==> src/hdl/udpc_pkg.sv <==
`default_nettype none

package udpc_pkg;

    localparam int unsigned MAX_PAYLOAD = 1472;
    localparam int unsigned HDR_BYTES   = 8;
    localparam int unsigned PLEN_W      = 11;
    localparam int unsigned PSEUDO_W    = 19;

    localparam logic [15:0] HDR_LEN   = 16'(HDR_BYTES);
    localparam logic [15:0] MAX_LEN   = 16'(MAX_PAYLOAD + HDR_BYTES);
    localparam logic [15:0] PROTO_UDP = 16'd17;

    typedef enum logic [1:0] {
        V_ACCEPTED      = 2'd0,
        V_SHORT         = 2'd1,
        V_BAD_LENGTH    = 2'd2,
        V_CSUM_MISMATCH = 2'd3
    } t_verdict;

    // Segment state as left by the byte that closed it.
    typedef struct packed {
        logic [15:0]         count;
        logic [15:0]         sport;
        logic [15:0]         dport;
        logic [15:0]         len;
        logic [15:0]         csum;
        logic [15:0]         sum;
        logic [7:0]          pend;
        logic [PSEUDO_W-1:0] pseudo;
    } t_seg_state;

endpackage

`default_nettype wire

==> src/hdl/udpc_in_if.sv <==
`default_nettype none

interface udpc_in_if import udpc_pkg::*; ();
    logic        valid;
    logic        ready;
    logic [7:0]  data_byte;
    logic        first_byte;
    logic        last_byte;
    logic [31:0] source_address;
    logic [31:0] destination_address;

    modport source (
        output valid, data_byte, first_byte, last_byte, source_address,
               destination_address,
        input  ready
    );
    modport sink (
        input  valid, data_byte, first_byte, last_byte, source_address,
               destination_address,
        output ready
    );
endinterface

`default_nettype wire

==> src/hdl/udpc_out_if.sv <==
`default_nettype none

interface udpc_out_if import udpc_pkg::*; ();
    logic              valid;
    logic              ready;
    t_verdict          verdict;
    logic [15:0]       source_port;
    logic [15:0]       destination_port;
    logic [PLEN_W-1:0] payload_length;
    logic              checksum_skipped;
    logic [31:0]       accepted_total;
    logic [31:0]       dropped_total;

    modport source (
        output valid, verdict, source_port, destination_port, payload_length,
               checksum_skipped, accepted_total, dropped_total,
        input  ready
    );
    modport sink (
        input  valid, verdict, source_port, destination_port, payload_length,
               checksum_skipped, accepted_total, dropped_total,
        output ready
    );
endinterface

`default_nettype wire

==> src/hdl/udpc_parse.sv <==
`default_nettype none

module udpc_parse import udpc_pkg::*; (
    input  wire logic        i_clk,
    input  wire logic        i_rst_n,
    input  wire logic        i_fire,
    input  wire logic [7:0]  i_data_byte,
    input  wire logic        i_first_byte,
    input  wire logic        i_last_byte,
    input  wire logic [31:0] i_source_address,
    input  wire logic [31:0] i_destination_address,
    output t_seg_state       o_seg
);

    logic [15:0]         r_pos, n_pos;
    logic [15:0]         r_count, n_count;
    logic [15:0]         r_sport, n_sport;
    logic [15:0]         r_dport, n_dport;
    logic [15:0]         r_len, n_len;
    logic [15:0]         r_csum, n_csum;
    logic [15:0]         r_sum, n_sum;
    logic [7:0]          r_pend, n_pend;
    logic [PSEUDO_W-1:0] r_pseudo, n_pseudo;

    logic        w_start;
    logic [15:0] w_pos;
    logic        w_hdr;
    logic        w_in_range;
    logic [15:0] w_base;
    logic [16:0] w_raw;

    always_comb begin
        w_start    = i_first_byte || (r_pos == '0);
        w_pos      = w_start ? '0 : r_pos;
        w_hdr      = (w_pos[15:3] == '0);
        w_in_range = w_hdr || (w_pos < r_len);
        w_base     = w_start ? '0 : r_sum;

        n_sport  = r_sport;
        n_dport  = r_dport;
        n_len    = r_len;
        n_csum   = r_csum;
        n_pend   = r_pend;
        n_sum    = w_base;
        n_pseudo = r_pseudo;

        if (w_hdr) begin
            case (w_pos[2:1])
                2'd0:    n_sport = {r_sport[7:0], i_data_byte};
                2'd1:    n_dport = {r_dport[7:0], i_data_byte};
                2'd2:    n_len   = {r_len[7:0], i_data_byte};
                default: n_csum  = {r_csum[7:0], i_data_byte};
            endcase
        end

        // Ones'-complement add of the completed 16-bit word, carry wrapped round.
        w_raw = {1'b0, w_base} + {1'b0, r_pend, i_data_byte};
        if (w_in_range) begin
            if (!w_pos[0]) begin
                n_pend = i_data_byte;
            end else begin
                n_sum = w_raw[15:0] + 16'(w_raw[16]);
            end
        end

        // The pseudo-header is summed once, when the addresses are sampled.
        if (w_start) begin
            n_pseudo = PSEUDO_W'(i_source_address[31:16])
                     + PSEUDO_W'(i_source_address[15:0])
                     + PSEUDO_W'(i_destination_address[31:16])
                     + PSEUDO_W'(i_destination_address[15:0])
                     + PSEUDO_W'(PROTO_UDP);
        end

        n_count = (w_pos == '1) ? w_pos : w_pos + 16'd1;
        n_pos   = i_last_byte ? '0 : n_count;
    end

    always_ff @(posedge i_clk) begin
        if (!i_rst_n) begin
            r_pos    <= '0;
            r_count  <= '0;
            r_sport  <= '0;
            r_dport  <= '0;
            r_len    <= '0;
            r_csum   <= '0;
            r_sum    <= '0;
            r_pend   <= '0;
            r_pseudo <= '0;
        end else if (i_fire) begin
            r_pos    <= n_pos;
            r_count  <= n_count;
            r_sport  <= n_sport;
            r_dport  <= n_dport;
            r_len    <= n_len;
            r_csum   <= n_csum;
            r_sum    <= n_sum;
            r_pend   <= n_pend;
            r_pseudo <= n_pseudo;
        end
    end

    assign o_seg.count  = r_count;
    assign o_seg.sport  = r_sport;
    assign o_seg.dport  = r_dport;
    assign o_seg.len    = r_len;
    assign o_seg.csum   = r_csum;
    assign o_seg.sum    = r_sum;
    assign o_seg.pend   = r_pend;
    assign o_seg.pseudo = r_pseudo;

endmodule

`default_nettype wire

==> src/hdl/udpc_verdict.sv <==
`default_nettype none

module udpc_verdict import udpc_pkg::*; (
    input  wire logic          i_clk,
    input  wire logic          i_rst_n,
    input  wire logic          i_take,
    input  wire t_seg_state    i_seg,
    output t_verdict           o_verdict,
    output logic [15:0]        o_source_port,
    output logic [15:0]        o_destination_port,
    output logic [PLEN_W-1:0]  o_payload_length,
    output logic               o_checksum_skipped,
    output logic [31:0]        o_accepted_total,
    output logic [31:0]        o_dropped_total
);

    t_verdict          r_verdict, n_verdict;
    logic [15:0]       r_sport, n_sport;
    logic [15:0]       r_dport, n_dport;
    logic [PLEN_W-1:0] r_plen, n_plen;
    logic              r_skip, n_skip;
    logic [31:0]       r_acc, n_acc;
    logic [31:0]       r_drop, n_drop;

    logic        w_short;
    logic        w_bad_len;
    logic        w_ok;
    logic [15:0] w_pad;
    logic [19:0] w_total;
    logic [16:0] w_fold1;
    logic [15:0] w_fold2;
    logic        w_match;

    always_comb begin
        w_short   = (i_seg.count < HDR_LEN);
        w_bad_len = (i_seg.len < HDR_LEN) || (i_seg.len > i_seg.count)
                 || (i_seg.len > MAX_LEN);

        // An odd length leaves a high byte waiting; it is padded with zero.
        w_pad   = i_seg.len[0] ? {i_seg.pend, 8'h00} : '0;
        w_total = 20'(i_seg.sum) + 20'(w_pad) + 20'(i_seg.pseudo) + 20'(i_seg.len);
        // Folding twice gives the ones'-complement sum; the protocol term keeps
        // it away from zero, so all ones means the segment checks.
        w_fold1 = {1'b0, w_total[15:0]} + 17'(w_total[19:16]);
        w_fold2 = w_fold1[15:0] + 16'(w_fold1[16]);
        w_match = (w_fold2 == 16'hFFFF);

        n_sport = i_seg.sport;
        n_dport = i_seg.dport;
        n_skip  = 1'b0;
        w_ok    = 1'b0;
        if (w_short) begin
            n_verdict = V_SHORT;
            n_sport   = '0;
            n_dport   = '0;
        end else if (w_bad_len) begin
            n_verdict = V_BAD_LENGTH;
        end else if (i_seg.csum == '0) begin
            n_verdict = V_ACCEPTED;
            n_skip    = 1'b1;
            w_ok      = 1'b1;
        end else if (w_match) begin
            n_verdict = V_ACCEPTED;
            w_ok      = 1'b1;
        end else begin
            n_verdict = V_CSUM_MISMATCH;
        end

        n_plen = w_ok ? PLEN_W'(i_seg.len - HDR_LEN) : '0;
        n_acc  = w_ok ? r_acc + 32'd1 : r_acc;
        n_drop = w_ok ? r_drop : r_drop + 32'd1;
    end

    always_ff @(posedge i_clk) begin
        if (!i_rst_n) begin
            r_acc  <= '0;
            r_drop <= '0;
        end else if (i_take) begin
            r_acc  <= n_acc;
            r_drop <= n_drop;
        end
    end

    always_ff @(posedge i_clk) begin
        if (i_take) begin
            r_verdict <= n_verdict;
            r_sport   <= n_sport;
            r_dport   <= n_dport;
            r_plen    <= n_plen;
            r_skip    <= n_skip;
        end
    end

    assign o_verdict          = r_verdict;
    assign o_source_port      = r_sport;
    assign o_destination_port = r_dport;
    assign o_payload_length   = r_plen;
    assign o_checksum_skipped = r_skip;
    assign o_accepted_total   = r_acc;
    assign o_dropped_total    = r_drop;

endmodule

`default_nettype wire

==> src/hdl/udp_datagram_receive_check.sv <==
`default_nettype none

// Channel   Dir   Words                       Handshake
// i_in      in    one segment byte + marks    valid/ready, taken when both high
// o_out     out   one verdict per last byte   valid/ready, taken when both high
//
// One byte is taken every cycle unless the pipeline stalls. A verdict is offered once its last
// byte has passed the input register, the segment state and the verdict register, in that order.
// Reset is synchronous and active low; it clears the segment state and both counters.
// Bytes keep flowing while a verdict waits; the pipeline stops only when a
// second finished segment meets an unread verdict.

module udp_datagram_receive_check import udpc_pkg::*; (
    input  wire logic  i_clk,
    input  wire logic  i_rst_n,
    udpc_in_if.sink    i_in,
    udpc_out_if.source o_out
);

    logic        r_in_valid;
    logic [7:0]  r_data_byte;
    logic        r_first_byte;
    logic        r_last_byte;
    logic [31:0] r_source_address;
    logic [31:0] r_destination_address;
    logic        r_fin_valid;
    logic        r_out_valid;

    logic        w_out_take;
    logic        w_seg_go;
    logic        w_in_ready;
    logic        w_seg_fire;
    logic        w_out_fire;
    t_seg_state  w_seg;

    assign w_out_take = !r_out_valid || o_out.ready;
    assign w_seg_go   = !r_fin_valid || w_out_take;
    assign w_in_ready = !r_in_valid || w_seg_go;
    assign w_seg_fire = r_in_valid && w_seg_go;
    assign w_out_fire = r_fin_valid && w_out_take;

    assign i_in.ready  = w_in_ready;
    assign o_out.valid = r_out_valid;

    always_ff @(posedge i_clk) begin
        if (!i_rst_n) begin
            r_in_valid  <= 1'b0;
            r_fin_valid <= 1'b0;
            r_out_valid <= 1'b0;
        end else begin
            if (w_in_ready) begin
                r_in_valid <= i_in.valid;
            end
            if (w_seg_fire) begin
                r_fin_valid <= r_last_byte;
            end else if (w_out_fire) begin
                r_fin_valid <= 1'b0;
            end
            if (w_out_take) begin
                r_out_valid <= r_fin_valid;
            end
        end
    end

    always_ff @(posedge i_clk) begin
        if (i_in.valid && w_in_ready) begin
            r_data_byte           <= i_in.data_byte;
            r_first_byte          <= i_in.first_byte;
            r_last_byte           <= i_in.last_byte;
            r_source_address      <= i_in.source_address;
            r_destination_address <= i_in.destination_address;
        end
    end

    udpc_parse u_parse (
        .i_clk                 (i_clk),
        .i_rst_n               (i_rst_n),
        .i_fire                (w_seg_fire),
        .i_data_byte           (r_data_byte),
        .i_first_byte          (r_first_byte),
        .i_last_byte           (r_last_byte),
        .i_source_address      (r_source_address),
        .i_destination_address (r_destination_address),
        .o_seg                 (w_seg)
    );

    udpc_verdict u_verdict (
        .i_clk              (i_clk),
        .i_rst_n            (i_rst_n),
        .i_take             (w_out_fire),
        .i_seg              (w_seg),
        .o_verdict          (o_out.verdict),
        .o_source_port      (o_out.source_port),
        .o_destination_port (o_out.destination_port),
        .o_payload_length   (o_out.payload_length),
        .o_checksum_skipped (o_out.checksum_skipped),
        .o_accepted_total   (o_out.accepted_total),
        .o_dropped_total    (o_out.dropped_total)
    );

endmodule

`default_nettype wire

==> src/flat_wrapper.sv <==
// flat-port wrapper written by rule: the top's interface ports become plain ports
module udp_datagram_receive_check_flat import udpc_pkg::*;
  (i_clk, i_rst_n, i_in_valid, i_in_data_byte, i_in_first_byte, i_in_last_byte, i_in_source_address, i_in_destination_address, i_in_ready, o_out_valid, o_out_verdict, o_out_source_port, o_out_destination_port, o_out_payload_length, o_out_checksum_skipped, o_out_accepted_total, o_out_dropped_total, o_out_ready);
  udpc_in_if i_in_i ();
  udpc_out_if o_out_i ();
  input  wire logic i_clk;
  input  wire logic i_rst_n;
  input wire logic [$bits(i_in_i.valid)-1:0] i_in_valid;
  input wire logic [$bits(i_in_i.data_byte)-1:0] i_in_data_byte;
  input wire logic [$bits(i_in_i.first_byte)-1:0] i_in_first_byte;
  input wire logic [$bits(i_in_i.last_byte)-1:0] i_in_last_byte;
  input wire logic [$bits(i_in_i.source_address)-1:0] i_in_source_address;
  input wire logic [$bits(i_in_i.destination_address)-1:0] i_in_destination_address;
  output wire logic [$bits(i_in_i.ready)-1:0] i_in_ready;
  output wire logic [$bits(o_out_i.valid)-1:0] o_out_valid;
  output wire logic [$bits(o_out_i.verdict)-1:0] o_out_verdict;
  output wire logic [$bits(o_out_i.source_port)-1:0] o_out_source_port;
  output wire logic [$bits(o_out_i.destination_port)-1:0] o_out_destination_port;
  output wire logic [$bits(o_out_i.payload_length)-1:0] o_out_payload_length;
  output wire logic [$bits(o_out_i.checksum_skipped)-1:0] o_out_checksum_skipped;
  output wire logic [$bits(o_out_i.accepted_total)-1:0] o_out_accepted_total;
  output wire logic [$bits(o_out_i.dropped_total)-1:0] o_out_dropped_total;
  input wire logic [$bits(o_out_i.ready)-1:0] o_out_ready;
  assign i_in_i.valid = i_in_valid;
  assign i_in_i.data_byte = i_in_data_byte;
  assign i_in_i.first_byte = i_in_first_byte;
  assign i_in_i.last_byte = i_in_last_byte;
  assign i_in_i.source_address = i_in_source_address;
  assign i_in_i.destination_address = i_in_destination_address;
  assign i_in_ready = i_in_i.ready;
  assign o_out_valid = o_out_i.valid;
  assign o_out_verdict = o_out_i.verdict;
  assign o_out_source_port = o_out_i.source_port;
  assign o_out_destination_port = o_out_i.destination_port;
  assign o_out_payload_length = o_out_i.payload_length;
  assign o_out_checksum_skipped = o_out_i.checksum_skipped;
  assign o_out_accepted_total = o_out_i.accepted_total;
  assign o_out_dropped_total = o_out_i.dropped_total;
  assign o_out_i.ready = o_out_ready;
  udp_datagram_receive_check u_core (.i_clk(i_clk), .i_rst_n(i_rst_n), .i_in(i_in_i), .o_out(o_out_i));
endmodule
==> config.mk <==
export PLATFORM = sky130hd
export DESIGN_NAME = udp_datagram_receive_check_flat
export DESIGN_NICKNAME = d
export VERILOG_FILES = /design/src/hdl/udpc_pkg.sv /design/src/hdl/udpc_in_if.sv /design/src/hdl/udpc_out_if.sv /design/src/hdl/udpc_parse.sv /design/src/hdl/udpc_verdict.sv /design/src/hdl/udp_datagram_receive_check.sv /design/src/flat_wrapper.sv
export SDC_FILE = /design/constraint.sdc
export NUM_CORES = 1
export LEC_CHECK = 0
export BUFFER_PORTS_ARGS = -buffer_cell sky130_fd_sc_hd__buf_2
export CAP_MARGIN = 20
export CORE_AREA = 5 5 260 262
export DETAILED_ROUTE_END_ITERATION = 12
export DIE_AREA = 0 0 265 267
export GPL_TIMING_DRIVEN = 0
export MAX_ROUTING_LAYER = met4
export PLACE_DENSITY = 0.56
export REMOVE_ABC_BUFFERS = 1
export SYNTH_ARGS = -nofsm -noshare
export SYNTH_HDL_FRONTEND = slang
export SYNTH_HIERARCHICAL = 1
export SYNTH_SLANG_ARGS = --single-unit
==> constraint.sdc <==
create_clock -name i_clk -period 16.09 [get_ports i_clk]
set_input_delay 3.218 -clock i_clk [delete_from_list [all_inputs] [get_ports i_clk]]
set_output_delay 3.218 -clock i_clk [all_outputs]
set_load 0.01 [all_outputs]
==> results of run 1 <==
cells in the final DEF (no fill, tap or decap), types with 14 or more instances in the layout:
master       n
a211oi_1    27
a21o_1      19
a21oi_1     95
and2_1      67
and3_1      31
buf_2      188
clkbuf_16   41
dfxtp_1    206
edfxtp_1   120
fa_1        58
ha_1       119
inv_1      156
mux2i_1    108
nand2_1    177
nand2b_1    59
nand3_1     66
nand4_1     38
nor2_1     175
nor3_1      33
nor4_1      20
o21a_1      14
o21ai_0     41
o31ai_1     16
xnor2_1     41
xor2_1      24
final cells by class:
| type | count | area, µm² |
|---|---|---|
| fill | 6695 | 42600 |
| antenna | 2 | 5.00 |
| inverter | 157 | 592 |
| clock inverter | 19 | 230 |
| sequential | 326 | 7730 |
| clock buffer | 53 | 1100 |
| tap | 864 | 1080 |
| timing repair buffer | 207 | 1230 |
| multi-input combinational | 1448 | 10600 |
worst max-delay path by stage:
stage,endpoint,depth (start not counted),start
3_3_place_gp,u_core/u_verdict/o_dropped_total[22]$_SDFFE_PN0P_,31,u_core/u_parse/r_len[3]$_SDFFE_PN0P_
6_report,u_core/u_verdict/o_accepted_total[20]$_SDFFE_PN0P_,37,u_core/u_parse/r_len[2]$_SDFFE_PN0P_
4_1_cts,u_core/u_verdict/o_accepted_total[20]$_SDFFE_PN0P_,37,u_core/u_parse/r_len[2]$_SDFFE_PN0P_
2_1_floorplan,u_core/u_verdict/o_dropped_total[15]$_SDFFE_PN0P_,32,u_core/u_parse/r_len[2]$_SDFFE_PN0P_
3_5_place_dp,u_core/u_verdict/o_accepted_total[20]$_SDFFE_PN0P_,37,u_core/u_parse/r_len[2]$_SDFFE_PN0P_
5_1_grt,u_core/u_verdict/o_accepted_total[20]$_SDFFE_PN0P_,36,u_core/u_parse/r_len[3]$_SDFFE_PN0P_
metal layers:
metal	wire length [µm]	track usage	vias up
met4	1170	0.0369	0
met1	22300	0.179	7166
met2	23700	0.236	410
li1	-	-	7474
met3	3230	0.0312	79
met5	0	-	-
worst max-delay path: cells and delay by family (launching register included):
family                     cells  cell delay (ps)
muxes                          1              150
and+or+nand+nor                6              960
AOI/OAI and AO/OA             12             3640
xor gates and xnor gates       2              300
adders and majority gates      8             2480
DFF                            1              560
buffers and inverters          8             1280
Yosys cell counts, drive strengths merged (12+ instances only):
library cell	instances
a211oi	30
a21o	19
a21oi	96
a31oi	14
and2	70
and3	31
buf	22
clkbuf	61
dfxtp	206
edfxtp	120
fa	58
ha	119
inv	157
mux2i	108
nand2	177
nand2b	60
nand3	68
nand4	38
nor2	176
nor2b	13
nor3	33
nor4	28
o21a	14
o21ai	49
o21bai	12
o31ai	16
or4	13
xnor2	41
xor2	24
logic make-up (layout without fill, tap and decap cells):
kind of cell | after synthesis | in the layout
fa+ha+maj | 177 | 177
xor+xnor | 65 | 65
buf+inv | 240 | 436
other cells | 0 | 2
flops | 326 | 326
simple gates | 758 | 758
compound gates | 340 | 340
mux | 108 | 108
through the flow:
stage	hold WS (ps)	area, µm²	std cells	worst slack (ps)	total power, mW
5_1_grt	477	22600	3075	5810	2.29
3_5_place_dp	449	21200	3001	6750	1.28
4_1_cts	452	22600	3073	6680	2.21
3_3_place_gp	443	20900	2984	2940	1.27
6_report	455	22600	3076	6610	2.17
2_1_floorplan	432	18900	1931	6030	1.18
state kept, by name (all words and copies together), names as in the netlist, 19 cells and up:
| name | count |
|---|---|
| u_core/r_source_address | 32 |
| u_core/u_parse/r_pseudo | 19 |
| u_core/r_destination_address | 32 |
| u_core/u_verdict/o_accepted_total | 32 |
| u_core/u_verdict/o_dropped_total | 32 |
power breakdown:
group | internal [mW] | leakage (nW) | switching [mW]
clock network | 0.537 | 0.647 | 0.378
logic | 0.149 | 5.72 | 0.203
registers | 0.883 | 2.83 | 0.0206
total | 1.57 | 9.19 | 0.602
==> results.py, run 1 <==
metrics = {
    "worst_setup_path": {
        "crit_type": "flip-flop to flip-flop",
        "worst_ep_required_time_ps": 16570,
        "r2r_start": "u_core/u_parse/r_len[2]$_SDFFE_PN0P_",
        "startpoint_type": "flip-flop",
        "timing.reg2reg.worst_path_depth": 37,
        "crit_arrival_ps": 9960,
        "worst_path_most_repeated_cell": "ha_1",
        "crit_path_end_kind": "flip-flop",
        "cpPeakStageDelay_ps": 880,
        "slowest_stage": "o41ai_4",
        "worst_r2r_endpoint": "u_core/u_verdict/o_accepted_total[20]$_SDFFE_PN0P_",
        "worstPathMaxFanout": 18,
        "rrSetupSlack_ps": 6610,
    },
    "detailed_routing": {
        "avgViaCountPerCell": 4.92,
        "drt_iter0_drc": 899,
        "route.detailed.wl_per_inst_um": 16.4,
        "via_count_of_the_routed_design": 15129,
        "routed_wl_um": 50500,
        "ant_nets": 0,
        "drc": 0,
        "drt_pre_antenna_iters": 5,
    },
    "place": {
        "placement.io_buffers": 189,
        "gp_congestion": 0.873,
        "dp_hpwl_um": 37300,
    },
    "power": {
        "static-leakage-power_nw": 9.19,
        "vdd_drop_max_v": 0.0000815,
        "powerDensity_nw_per_um2": 96.1,
    },
    "sta": {
        "actual_slew_at_the_worst_max_slew_pin_ps": 1050,
        "final.min_clock_period_ps": 9480,
        "final_max_slew_viol_count": 0,
        "max-slew-margin-rel": 0.291,
        "hold_viol": 0,
        "setup-violations-final": 0,
        "maximum_frequency_from_static_timing_analysis_mhz": 105,
        "rsz_0062_raised_after_global_routing": "no",
        "final_min_period_over_clock_period": 0.589,
        "finalSetupTns_ps": 0,
        "worst_case_clock_skew_ps": 37.5,
    },
    "clocking": {
        "cts_made_buffers": 40,
        "htree_levels": 2,
        "number_of_buffers_between_clock_root_and_the_deepest_sink": 3,
        "clk_pin_slew_ps": 60,
        "clock-root-buffer": "clkbuf_16",
        "cts_hold_repair.buffers": 0,
        "clock-sinks": 326,
        "source_to_sink_clock_delay_at_the_later_pin_of_the_worst_skew_pair_ps": 590,
        "cts_tree": "yes",
        "cts_setup_buffers": 0,
        "post_cts_resize_count": 0,
    },
    "min_path": {
        "timing.hold.worst_endpoint": "u_core/u_parse/r_csum[12]$_SDFFE_PN0P_",
        "hold_path_class": "flip-flop to flip-flop",
        "hold_path_startpoint": "u_core/u_parse/r_csum[4]$_SDFFE_PN0P_",
        "timing.hold.worst_path_depth": 2,
    },
    "global_routing": {
        "grt_first_pass_wirelength_um": 80400,
        "overflow": 0,
        "global_router_s_overall_resource_usage": 0.143,
        "pin_count_of_the_biggest_net_entering_global_routing": 94,
        "antenna_found_initial": 2,
        "via_count_of_the_first_global_routing_pass": 15120,
    },
    "run_status": {
        "status": "complete, no violations",
    },
    "synthesis": {
        "yosysWarningCount": 6,
        "fraction_of_synthesized_cell_area_taken_by_the_top_area_cell_type": 0.214,
        "synth_top_flop_cell": "dfxtp_1",
        "count_of_mapped_cells_out_of_synthesis": 2014,
        "synth_largest_area_cell": "dfxtp_1",
        "yosys.area_share.adder": 0.137,
        "xor_xnor_fraction_of_synth_area": 0.0295,
        "post_synth_instance_area_um2": 19300,
        "synth_area_per_cell_um2": 9.58,
        "synth_enable_flop_cells": 120,
        "synth-compound-area-share": 0.122,
        "synthMuxAreaShare": 0.0560,
        "synth-simple-area-share": 0.204,
        "synth-seq-cells": 326,
        "ys_types": 91,
        "synth.yosys.seq_area_share": 0.401,
        "synth.top_cells.by_area": "dfxtp_1 21%, edfxtp_1 19%, ha_1 7.7%",
        "synth_top_family_by_area": "simple AND/OR/NAND/NOR gates",
        "fraction_of_registers_with_async_set_or_reset_after_synthesis": 0,
    },
    "flow_run": {
        "maxCapViolCount": 0,
    },
    "layout": {
        "post_route_cells_drive_above_1_share": 0.142,
        "postLayoutCoreUtil": 0.347,
        "fin_nets": 2435,
        "layout-area-overhead-vs-synth_pct": 17.1,
    },
    "floorplan": {
        "chipHeight_um": 267,
        "core_area_um2": 65200,
        "placement_rows": 94,
        "initial_core_util": 0.296,
        "design.die.area_um2": 70800,
        "floorplan.io_pins": 190,
        "fp.dieW_um": 265,
    },
}
No activity file was read; power rests on OpenSTA's default activity.
==> run 2, diff against run 1 <==
--- a/config.mk
+++ b/config.mk
@@ -12,7 +12,7 @@
 export DIE_AREA = 0 0 265 267
 export GPL_TIMING_DRIVEN = 0
 export MAX_ROUTING_LAYER = met4
-export PLACE_DENSITY = 0.56
+export PLACE_DENSITY = 0.57
 export REMOVE_ABC_BUFFERS = 1
 export SYNTH_ARGS = -nofsm -noshare
 export SYNTH_HDL_FRONTEND = slang
==> constraint.sdc (replaced) <==
create_clock -name i_clk -period 8.4 [get_ports i_clk]
set_input_delay 1.68 -clock i_clk [delete_from_list [all_inputs] [get_ports i_clk]]
set_output_delay 1.68 -clock i_clk [all_outputs]
set_load 0.01 [all_outputs]
==> run 2 against run 1 <==
Compared with the run above: sequential share of layout area shrank 0.20 points; maximum frequency is 19% higher; largest cell class unchanged; clock-buffer cell count grew 7; critical path depth is 1 lower; final area is 0.75% higher; cell count is 0.39% higher; clock skew down 9.0 ps; first-iteration DRC count shrank 4.0%.
==> results.py, run 2 (synthesis gave the netlist of run 1 again) <==
metrics = {
    "detailed_routing": {
        "ant_nets": 0,
        "drc": 0,
        "route.detailed.wl_per_inst_um": 16.3,
        "drt_iter0_drc": 863,
        "routed_wl_um": 50200,
        "drt_pre_antenna_iters": 5,
        "via_count_of_the_routed_design": 15160,
        "avgViaCountPerCell": 4.91,
    },
    "sta": {
        "worst_case_clock_skew_ps": 28.5,
        "final_min_period_over_clock_period": 0.947,
        "actual_slew_at_the_worst_max_slew_pin_ps": 903,
        "hold_viol": 0,
        "fin_ws_ps": 447,
        "max-slew-margin-rel": 0.396,
        "final.min_clock_period_ps": 7950,
        "setup-violations-final": 0,
        "final_max_slew_viol_count": 0,
        "maximum_frequency_from_static_timing_analysis_mhz": 126,
        "worst_hold_slack_ps": 454,
    },
    "global_routing": {
        "global_router_s_overall_resource_usage": 0.142,
        "antenna_found_initial": 3,
        "via_count_of_the_first_global_routing_pass": 15133,
        "overflow": 0,
        "pin_count_of_the_biggest_net_entering_global_routing": 98,
        "grt_first_pass_wirelength_um": 80200,
    },
    "worst_setup_path": {
        "startpoint_type": "flip-flop",
        "slowest_stage": "fa_1",
        "cpPeakStageDelay_ps": 510,
        "worst-path-buf-inv": 7,
        "timing.reg2reg.worst_path_depth": 36,
        "worstPathMaxFanout": 19,
        "critical-path-top-delay-family": "compound AO/OA/AOI/OAI gates",
        "r2r_start": "u_core/u_parse/r_len[2]$_SDFFE_PN0P_",
        "worst_r2r_endpoint": "u_core/u_verdict/o_accepted_total[11]$_SDFFE_PN0P_",
        "crit_type": "flip-flop to flip-flop",
        "worst_ep_required_time_ps": 8880,
        "crit_path_end_kind": "flip-flop",
        "crit_arrival_ps": 8440,
        "rrSetupSlack_ps": 450,
    },
    "floorplan": {
        "floorplan.io_pins": 190,
        "initial_core_util": 0.296,
        "design.die.area_um2": 70800,
        "chipHeight_um": 267,
        "fp.dieW_um": 265,
        "placement_rows": 94,
        "core_area_um2": 65200,
    },
    "power": {
        "static-leakage-power_nw": 9.24,
        "powerDensity_nw_per_um2": 181,
        "vdd_drop_max_v": 0.000162,
        "report.power.total_mw": 4.11,
    },
    "min_path": {
        "timing.hold.worst_path_depth": 2,
        "timing.hold.worst_endpoint": "u_core/u_parse/r_pseudo[12]$_SDFFE_PN0P_",
        "hold_path_startpoint": "u_core/u_parse/r_pseudo[12]$_SDFFE_PN0P_",
        "hold_path_class": "flip-flop to flip-flop",
    },
    "layout": {
        "fill_cells": 6617,
        "seqCellArea_um2": 7740,
        "area_occupied_by_multi_input_gates_um2": 10700,
        "layoutNonFillerInstCount": 3088,
        "commonest_cells_after_routing_fill_and_taps_aside": "199 x dfxtp_1, 189 x buf_2, 176 x nand2_1",
        "post_route_cells_drive_above_1_share": 0.155,
        "finish.instance_area_um2": 22800,
        "layout-area-overhead-vs-synth_pct": 18.0,
        "layout.cells.most_common": "dfxtp_1",
        "fin_nets": 2445,
    },
    "flow_run": {
        "maxCapViolCount": 0,
    },
    "place": {
        "dpl-instance-area_um2": 21300,
        "post-place-cells": 3003,
        "dp_hpwl_um": 37100,
        "gp_congestion": 0.866,
        "dp_slack_ps": -746,
        "placement.io_buffers": 189,
    },
    "clocking": {
        "clock-root-buffer": "clkbuf_16",
        "clk_pin_slew_ps": 60,
        "cts_made_buffers": 41,
        "cts_hold_repair.buffers": 0,
        "source_to_sink_clock_delay_at_the_later_pin_of_the_worst_skew_pair_ps": 570,
        "htree_levels": 2,
        "cts_tree": "yes",
        "number_of_buffers_between_clock_root_and_the_deepest_sink": 3,
        "clock-sinks": 326,
    },
    "run_status": {
        "status": "complete, no violations",
    },
}
==> run 2: cell type report <==
cell class / instances / area share
multi-input combinational: 1448 / 0.471
inverter: 157 / 0.0260
sequential: 326 / 0.340
antenna: 1 / 0.000110
tap: 864 / 0.0475
timing repair buffer: 216 / 0.0581
clock inverter: 16 / 0.00654
clock buffer: 60 / 0.0509
==> run 2: stage by stage <==
stage / utilization / TNS, ps
floorplan: - / -94530
global placement: 0.321 / -291330
detailed placement: 0.327 / -19650
CTS: 0.348 / 0
global route: 0.349 / -26.7
finish: 0.349 / 0
==> run 2: how the worst max path moves through the flow <==
| stage | from | end | slack [ps] | depth (start not counted) |
|---|---|---|---|---|
| global placement | u_core/u_parse/r_len[3]$_SDFFE_PN0P_ | u_core/u_verdict/o_dropped_total[15]$_SDFFE_PN0P_ | -4800 | 31 |
| CTS | u_core/u_parse/r_len[2]$_SDFFE_PN0P_ | u_core/u_verdict/o_accepted_total[11]$_SDFFE_PN0P_ | 20 | 37 |
| floorplan | u_core/u_parse/r_len[2]$_SDFFE_PN0P_ | u_core/u_verdict/o_dropped_total[15]$_SDFFE_PN0P_ | -1660 | 32 |
| detailed placement | u_core/u_parse/r_len[2]$_SDFFE_PN0P_ | u_core/u_verdict/o_payload_length[0]$_SDFFCE_PN0P_ | -750 | 32 |
| global route | u_core/u_parse/r_len[6]$_SDFFE_PN0P_ | u_core/u_verdict/o_accepted_total[11]$_SDFFE_PN0P_ | -30 | 36 |
| finish | u_core/u_parse/r_len[2]$_SDFFE_PN0P_ | u_core/u_verdict/o_accepted_total[11]$_SDFFE_PN0P_ | 450 | 36 |
==> run 2: report_power, final <==
| part | internal (mW) | leakage [nW] | switching, mW |
|---|---|---|---|
| logic | 0.289 | 5.77 | 0.395 |
| clock network | 0.997 | 0.628 | 0.702 |
| registers | 1.69 | 2.84 | 0.0376 |
==> run 2: tightest hold or removal path, delay by kind of cell (launching register included) <==
family	cells	cell delay, ps
AO/OA/AOI/OAI	1	50
flip-flops	1	310
AND/OR/NAND/NOR	1	50
==> run 2: timing repair <==
| item | in CTS | in global routing |
|---|---|---|
| resized for setup | 12 | 18 |
| pin swaps | 4 | 9 |
| cloned | 0 | 1 |
| setup endpoints to repair | 59 | 72 |
| setup buffers | 3 | 5 |
==> run 2: layer usage <==
layer | vias to the layer above | wire length, µm | GRT usage | share of wire
met3 | 79 | 3120 | 0.0304 | 0.062
met2 | 360 | 23200 | 0.233 | 0.46
met5 | - | 0 | - | 0
met1 | 7221 | 22500 | 0.176 | 0.45
met4 | 0 | 1470 | 0.0434 | 0.029
li1 | 7500 | - | - | -
==> run 3, diff against run 2 <==
--- a/config.mk
+++ b/config.mk
@@ -7,12 +7,12 @@
 export LEC_CHECK = 0
 export BUFFER_PORTS_ARGS = -buffer_cell sky130_fd_sc_hd__buf_2
 export CAP_MARGIN = 20
-export CORE_AREA = 5 5 260 262
+export CORE_AREA = 5 5 195 197
 export DETAILED_ROUTE_END_ITERATION = 12
-export DIE_AREA = 0 0 265 267
+export DIE_AREA = 0 0 200 202
 export GPL_TIMING_DRIVEN = 0
 export MAX_ROUTING_LAYER = met4
-export PLACE_DENSITY = 0.57
+export PLACE_DENSITY = 0.86
 export REMOVE_ABC_BUFFERS = 1
 export SYNTH_ARGS = -nofsm -noshare
 export SYNTH_HDL_FRONTEND = slang
==> constraint.sdc (replaced) <==
create_clock -name i_clk -period 8.4 [get_ports i_clk]
set_input_delay 1.26 -clock i_clk [delete_from_list [all_inputs] [get_ports i_clk]]
set_output_delay 1.26 -clock i_clk [all_outputs]
set_load 0.01 [all_outputs]
==> run 3 against run 2 <==
Compared with the run above: sequential share of layout area up 1.2 points; die area down 43%; sequential cell count unchanged; critical path depth down 1; utilization up 26 points; first-iteration DRC count up 45%; cell count down 13%; worst setup slack worse by 83 ps.
==> results.py, run 3 (synthesis gave the netlist of run 1 again) <==
metrics = {
    "place": {
        "dpl-instance-area_um2": 20700,
        "gp_congestion": 0.945,
        "dp_hpwl_um": 33800,
        "placement.io_buffers": 189,
        "post-place-cells": 2602,
    },
    "detailed_routing": {
        "drc": 0,
        "drt_iter0_drc": 1251,
        "routed_wl_um": 46000,
        "avgViaCountPerCell": 5.82,
        "route.detailed.wl_per_inst_um": 17.2,
        "ant_nets": 0,
        "drt_pre_antenna_iters": 6,
        "via_count_of_the_routed_design": 15563,
    },
    "layout": {
        "antenna_cells_inserted": 0,
        "finish.instance_area_um2": 21900,
        "commonest_cells_after_routing_fill_and_taps_aside": "203 x dfxtp_1, 188 x buf_2, 177 x nand2_1",
        "layout.cells.most_common": "dfxtp_1",
        "fin_nets": 2432,
        "post_route_cells_drive_above_1_share": 0.142,
        "fill_cells": 2858,
        "layout-area-overhead-vs-synth_pct": 13.7,
        "layoutNonFillerInstCount": 2673,
    },
    "global_routing": {
        "via_count_of_the_first_global_routing_pass": 15405,
        "overflow": 0,
        "pin_count_of_the_biggest_net_entering_global_routing": 108,
        "grt_first_pass_wirelength_um": 74300,
        "global_router_s_overall_resource_usage": 0.228,
        "antenna_found_initial": 0,
    },
    "worst_setup_path": {
        "worst_path_most_repeated_cell": "ha_1",
        "worst_ep_required_time_ps": 8880,
        "slowest_stage": "fa_1",
        "cpPeakStageDelay_ps": 520,
        "crit_arrival_ps": 8520,
        "crit_type": "flip-flop to flip-flop",
        "crit_path_end_kind": "flip-flop",
        "startpoint_type": "flip-flop",
        "worstPathMaxFanout": 18,
    },
    "sta": {
        "actual_slew_at_the_worst_max_slew_pin_ps": 1080,
        "final_max_slew_viol_count": 0,
        "rsz_0062_raised_after_global_routing": "no",
        "maximum_frequency_from_static_timing_analysis_mhz": 124,
        "finalSetupTns_ps": 0,
        "final_min_period_over_clock_period": 0.957,
        "setup-violations-final": 0,
        "max-slew-margin-rel": 0.274,
        "worst_hold_slack_ps": 456,
        "hold_viol": 0,
        "final.min_clock_period_ps": 8040,
        "worst_case_clock_skew_ps": 25.8,
    },
    "clocking": {
        "cts_hold_repair.buffers": 0,
        "clk_pin_slew_ps": 60,
        "source_to_sink_clock_delay_at_the_later_pin_of_the_worst_skew_pair_ps": 560,
        "number_of_buffers_between_clock_root_and_the_deepest_sink": 3,
        "clock-root-buffer": "clkbuf_16",
        "cts_tree": "yes",
        "htree_levels": 2,
        "cts_made_buffers": 36,
        "clock-sinks": 326,
    },
    "floorplan": {
        "chipHeight_um": 202,
        "floorplan.io_pins": 190,
        "placement_rows": 70,
        "design.die.area_um2": 40400,
        "initial_core_util": 0.535,
        "fp.dieW_um": 200,
        "core_area_um2": 36100,
    },
    "flow_run": {
        "maxCapViolCount": 0,
    },
    "power": {
        "pwr-share-clk": 0.385,
        "cellInternalPower_mw": 2.83,
        "vdd_drop_max_v": 0.000179,
        "report.power.total_mw": 3.93,
        "sequentialPowerShare": 0.440,
        "static-leakage-power_nw": 9.11,
        "power.share.switching": 0.280,
        "comb_power_share": 0.175,
        "net-switching-power_mw": 1.10,
        "powerDensity_nw_per_um2": 179,
    },
    "min_path": {
        "hold_path_class": "flip-flop to flip-flop",
    },
    "run_status": {
        "status": "complete, no violations",
    },
}
-- run 3: repair_timing --
action | in CTS | in global routing
resized for setup | 2 | 9
buffers inserted | 3 | 1
endpoints found under the setup margin | 73 | 77
pin swaps | 1 | 5
-- run 3: area by class of cell --
class / count / area (µm²) / share of cell area
clock buffers: 46 / 948 / 0.0432
inverters: 157 / 592 / 0.0270
flip-flops and latches: 326 / 7730 / 0.352
multi-input cells: 1448 / 10700 / 0.487
repair buffers: 208 / 1230 / 0.0560
well taps: 468 / 586 / 0.0267
clock inverters: 20 / 173 / 0.00787
-- run 3: metal layers --
layer | up-vias | GRT usage | wire (µm)
met5 | - | - | 0
met4 | 0 | 0.0784 | 1380
met3 | 108 | 0.0338 | 3590
met2 | 611 | 0.381 | 22100
met1 | 7364 | 0.282 | 18900
li1 | 7480 | - | -
-- run 3: power groups by stage --
stage                     Combinational, mW  Clock, mW  Sequential (mW)
after floorplan                       0.502          0             1.75
after global placement                0.635          0             1.76
after detailed placement              0.672          0             1.76
after CTS                             0.685       1.55             1.73
after global routing                  0.778       1.61             1.73
final                                 0.688       1.51             1.73
-- run 3: final timing paths --
path                                                 from                                            endpoint  slack (ps)  cells after the start
setup / recovery     u_core/u_parse/r_len[2]$_SDFFE_PN0P_  u_core/u_verdict/o_accepted_total[14]$_SDFFE_PN0P_         360                     35
hold / removal    u_core/u_parse/r_pseudo[9]$_SDFFE_PN0P_             u_core/u_parse/r_pseudo[9]$_SDFFE_PN0P_         460                      2
setup reg to reg     u_core/u_parse/r_len[2]$_SDFFE_PN0P_  u_core/u_verdict/o_accepted_total[14]$_SDFFE_PN0P_         360                     35
hold reg to reg   u_core/u_parse/r_pseudo[9]$_SDFFE_PN0P_             u_core/u_parse/r_pseudo[9]$_SDFFE_PN0P_         460                      2
-- run 3: stage by stage --
stage / worst slack, ps / util
floorplan: -1660 / -
global placement: -4200 / 0.567
detailed placement: -447 / 0.574
CTS: 12.8 / 0.606
global route: 48.4 / 0.608
finish: 364 / 0.608
-- run 3: worst max-delay path, delay by kind of cell, from the launching register on --
kind                       cells  cell delay [ps]
AOI/OAI and AO/OA             11             2570
adders and majority gates      7             2310
and+or+nand+nor                8             1270
buffers and inverters          6              830
DFF                            1              410
xor gates and xnor gates       2              320
muxes                          1              220
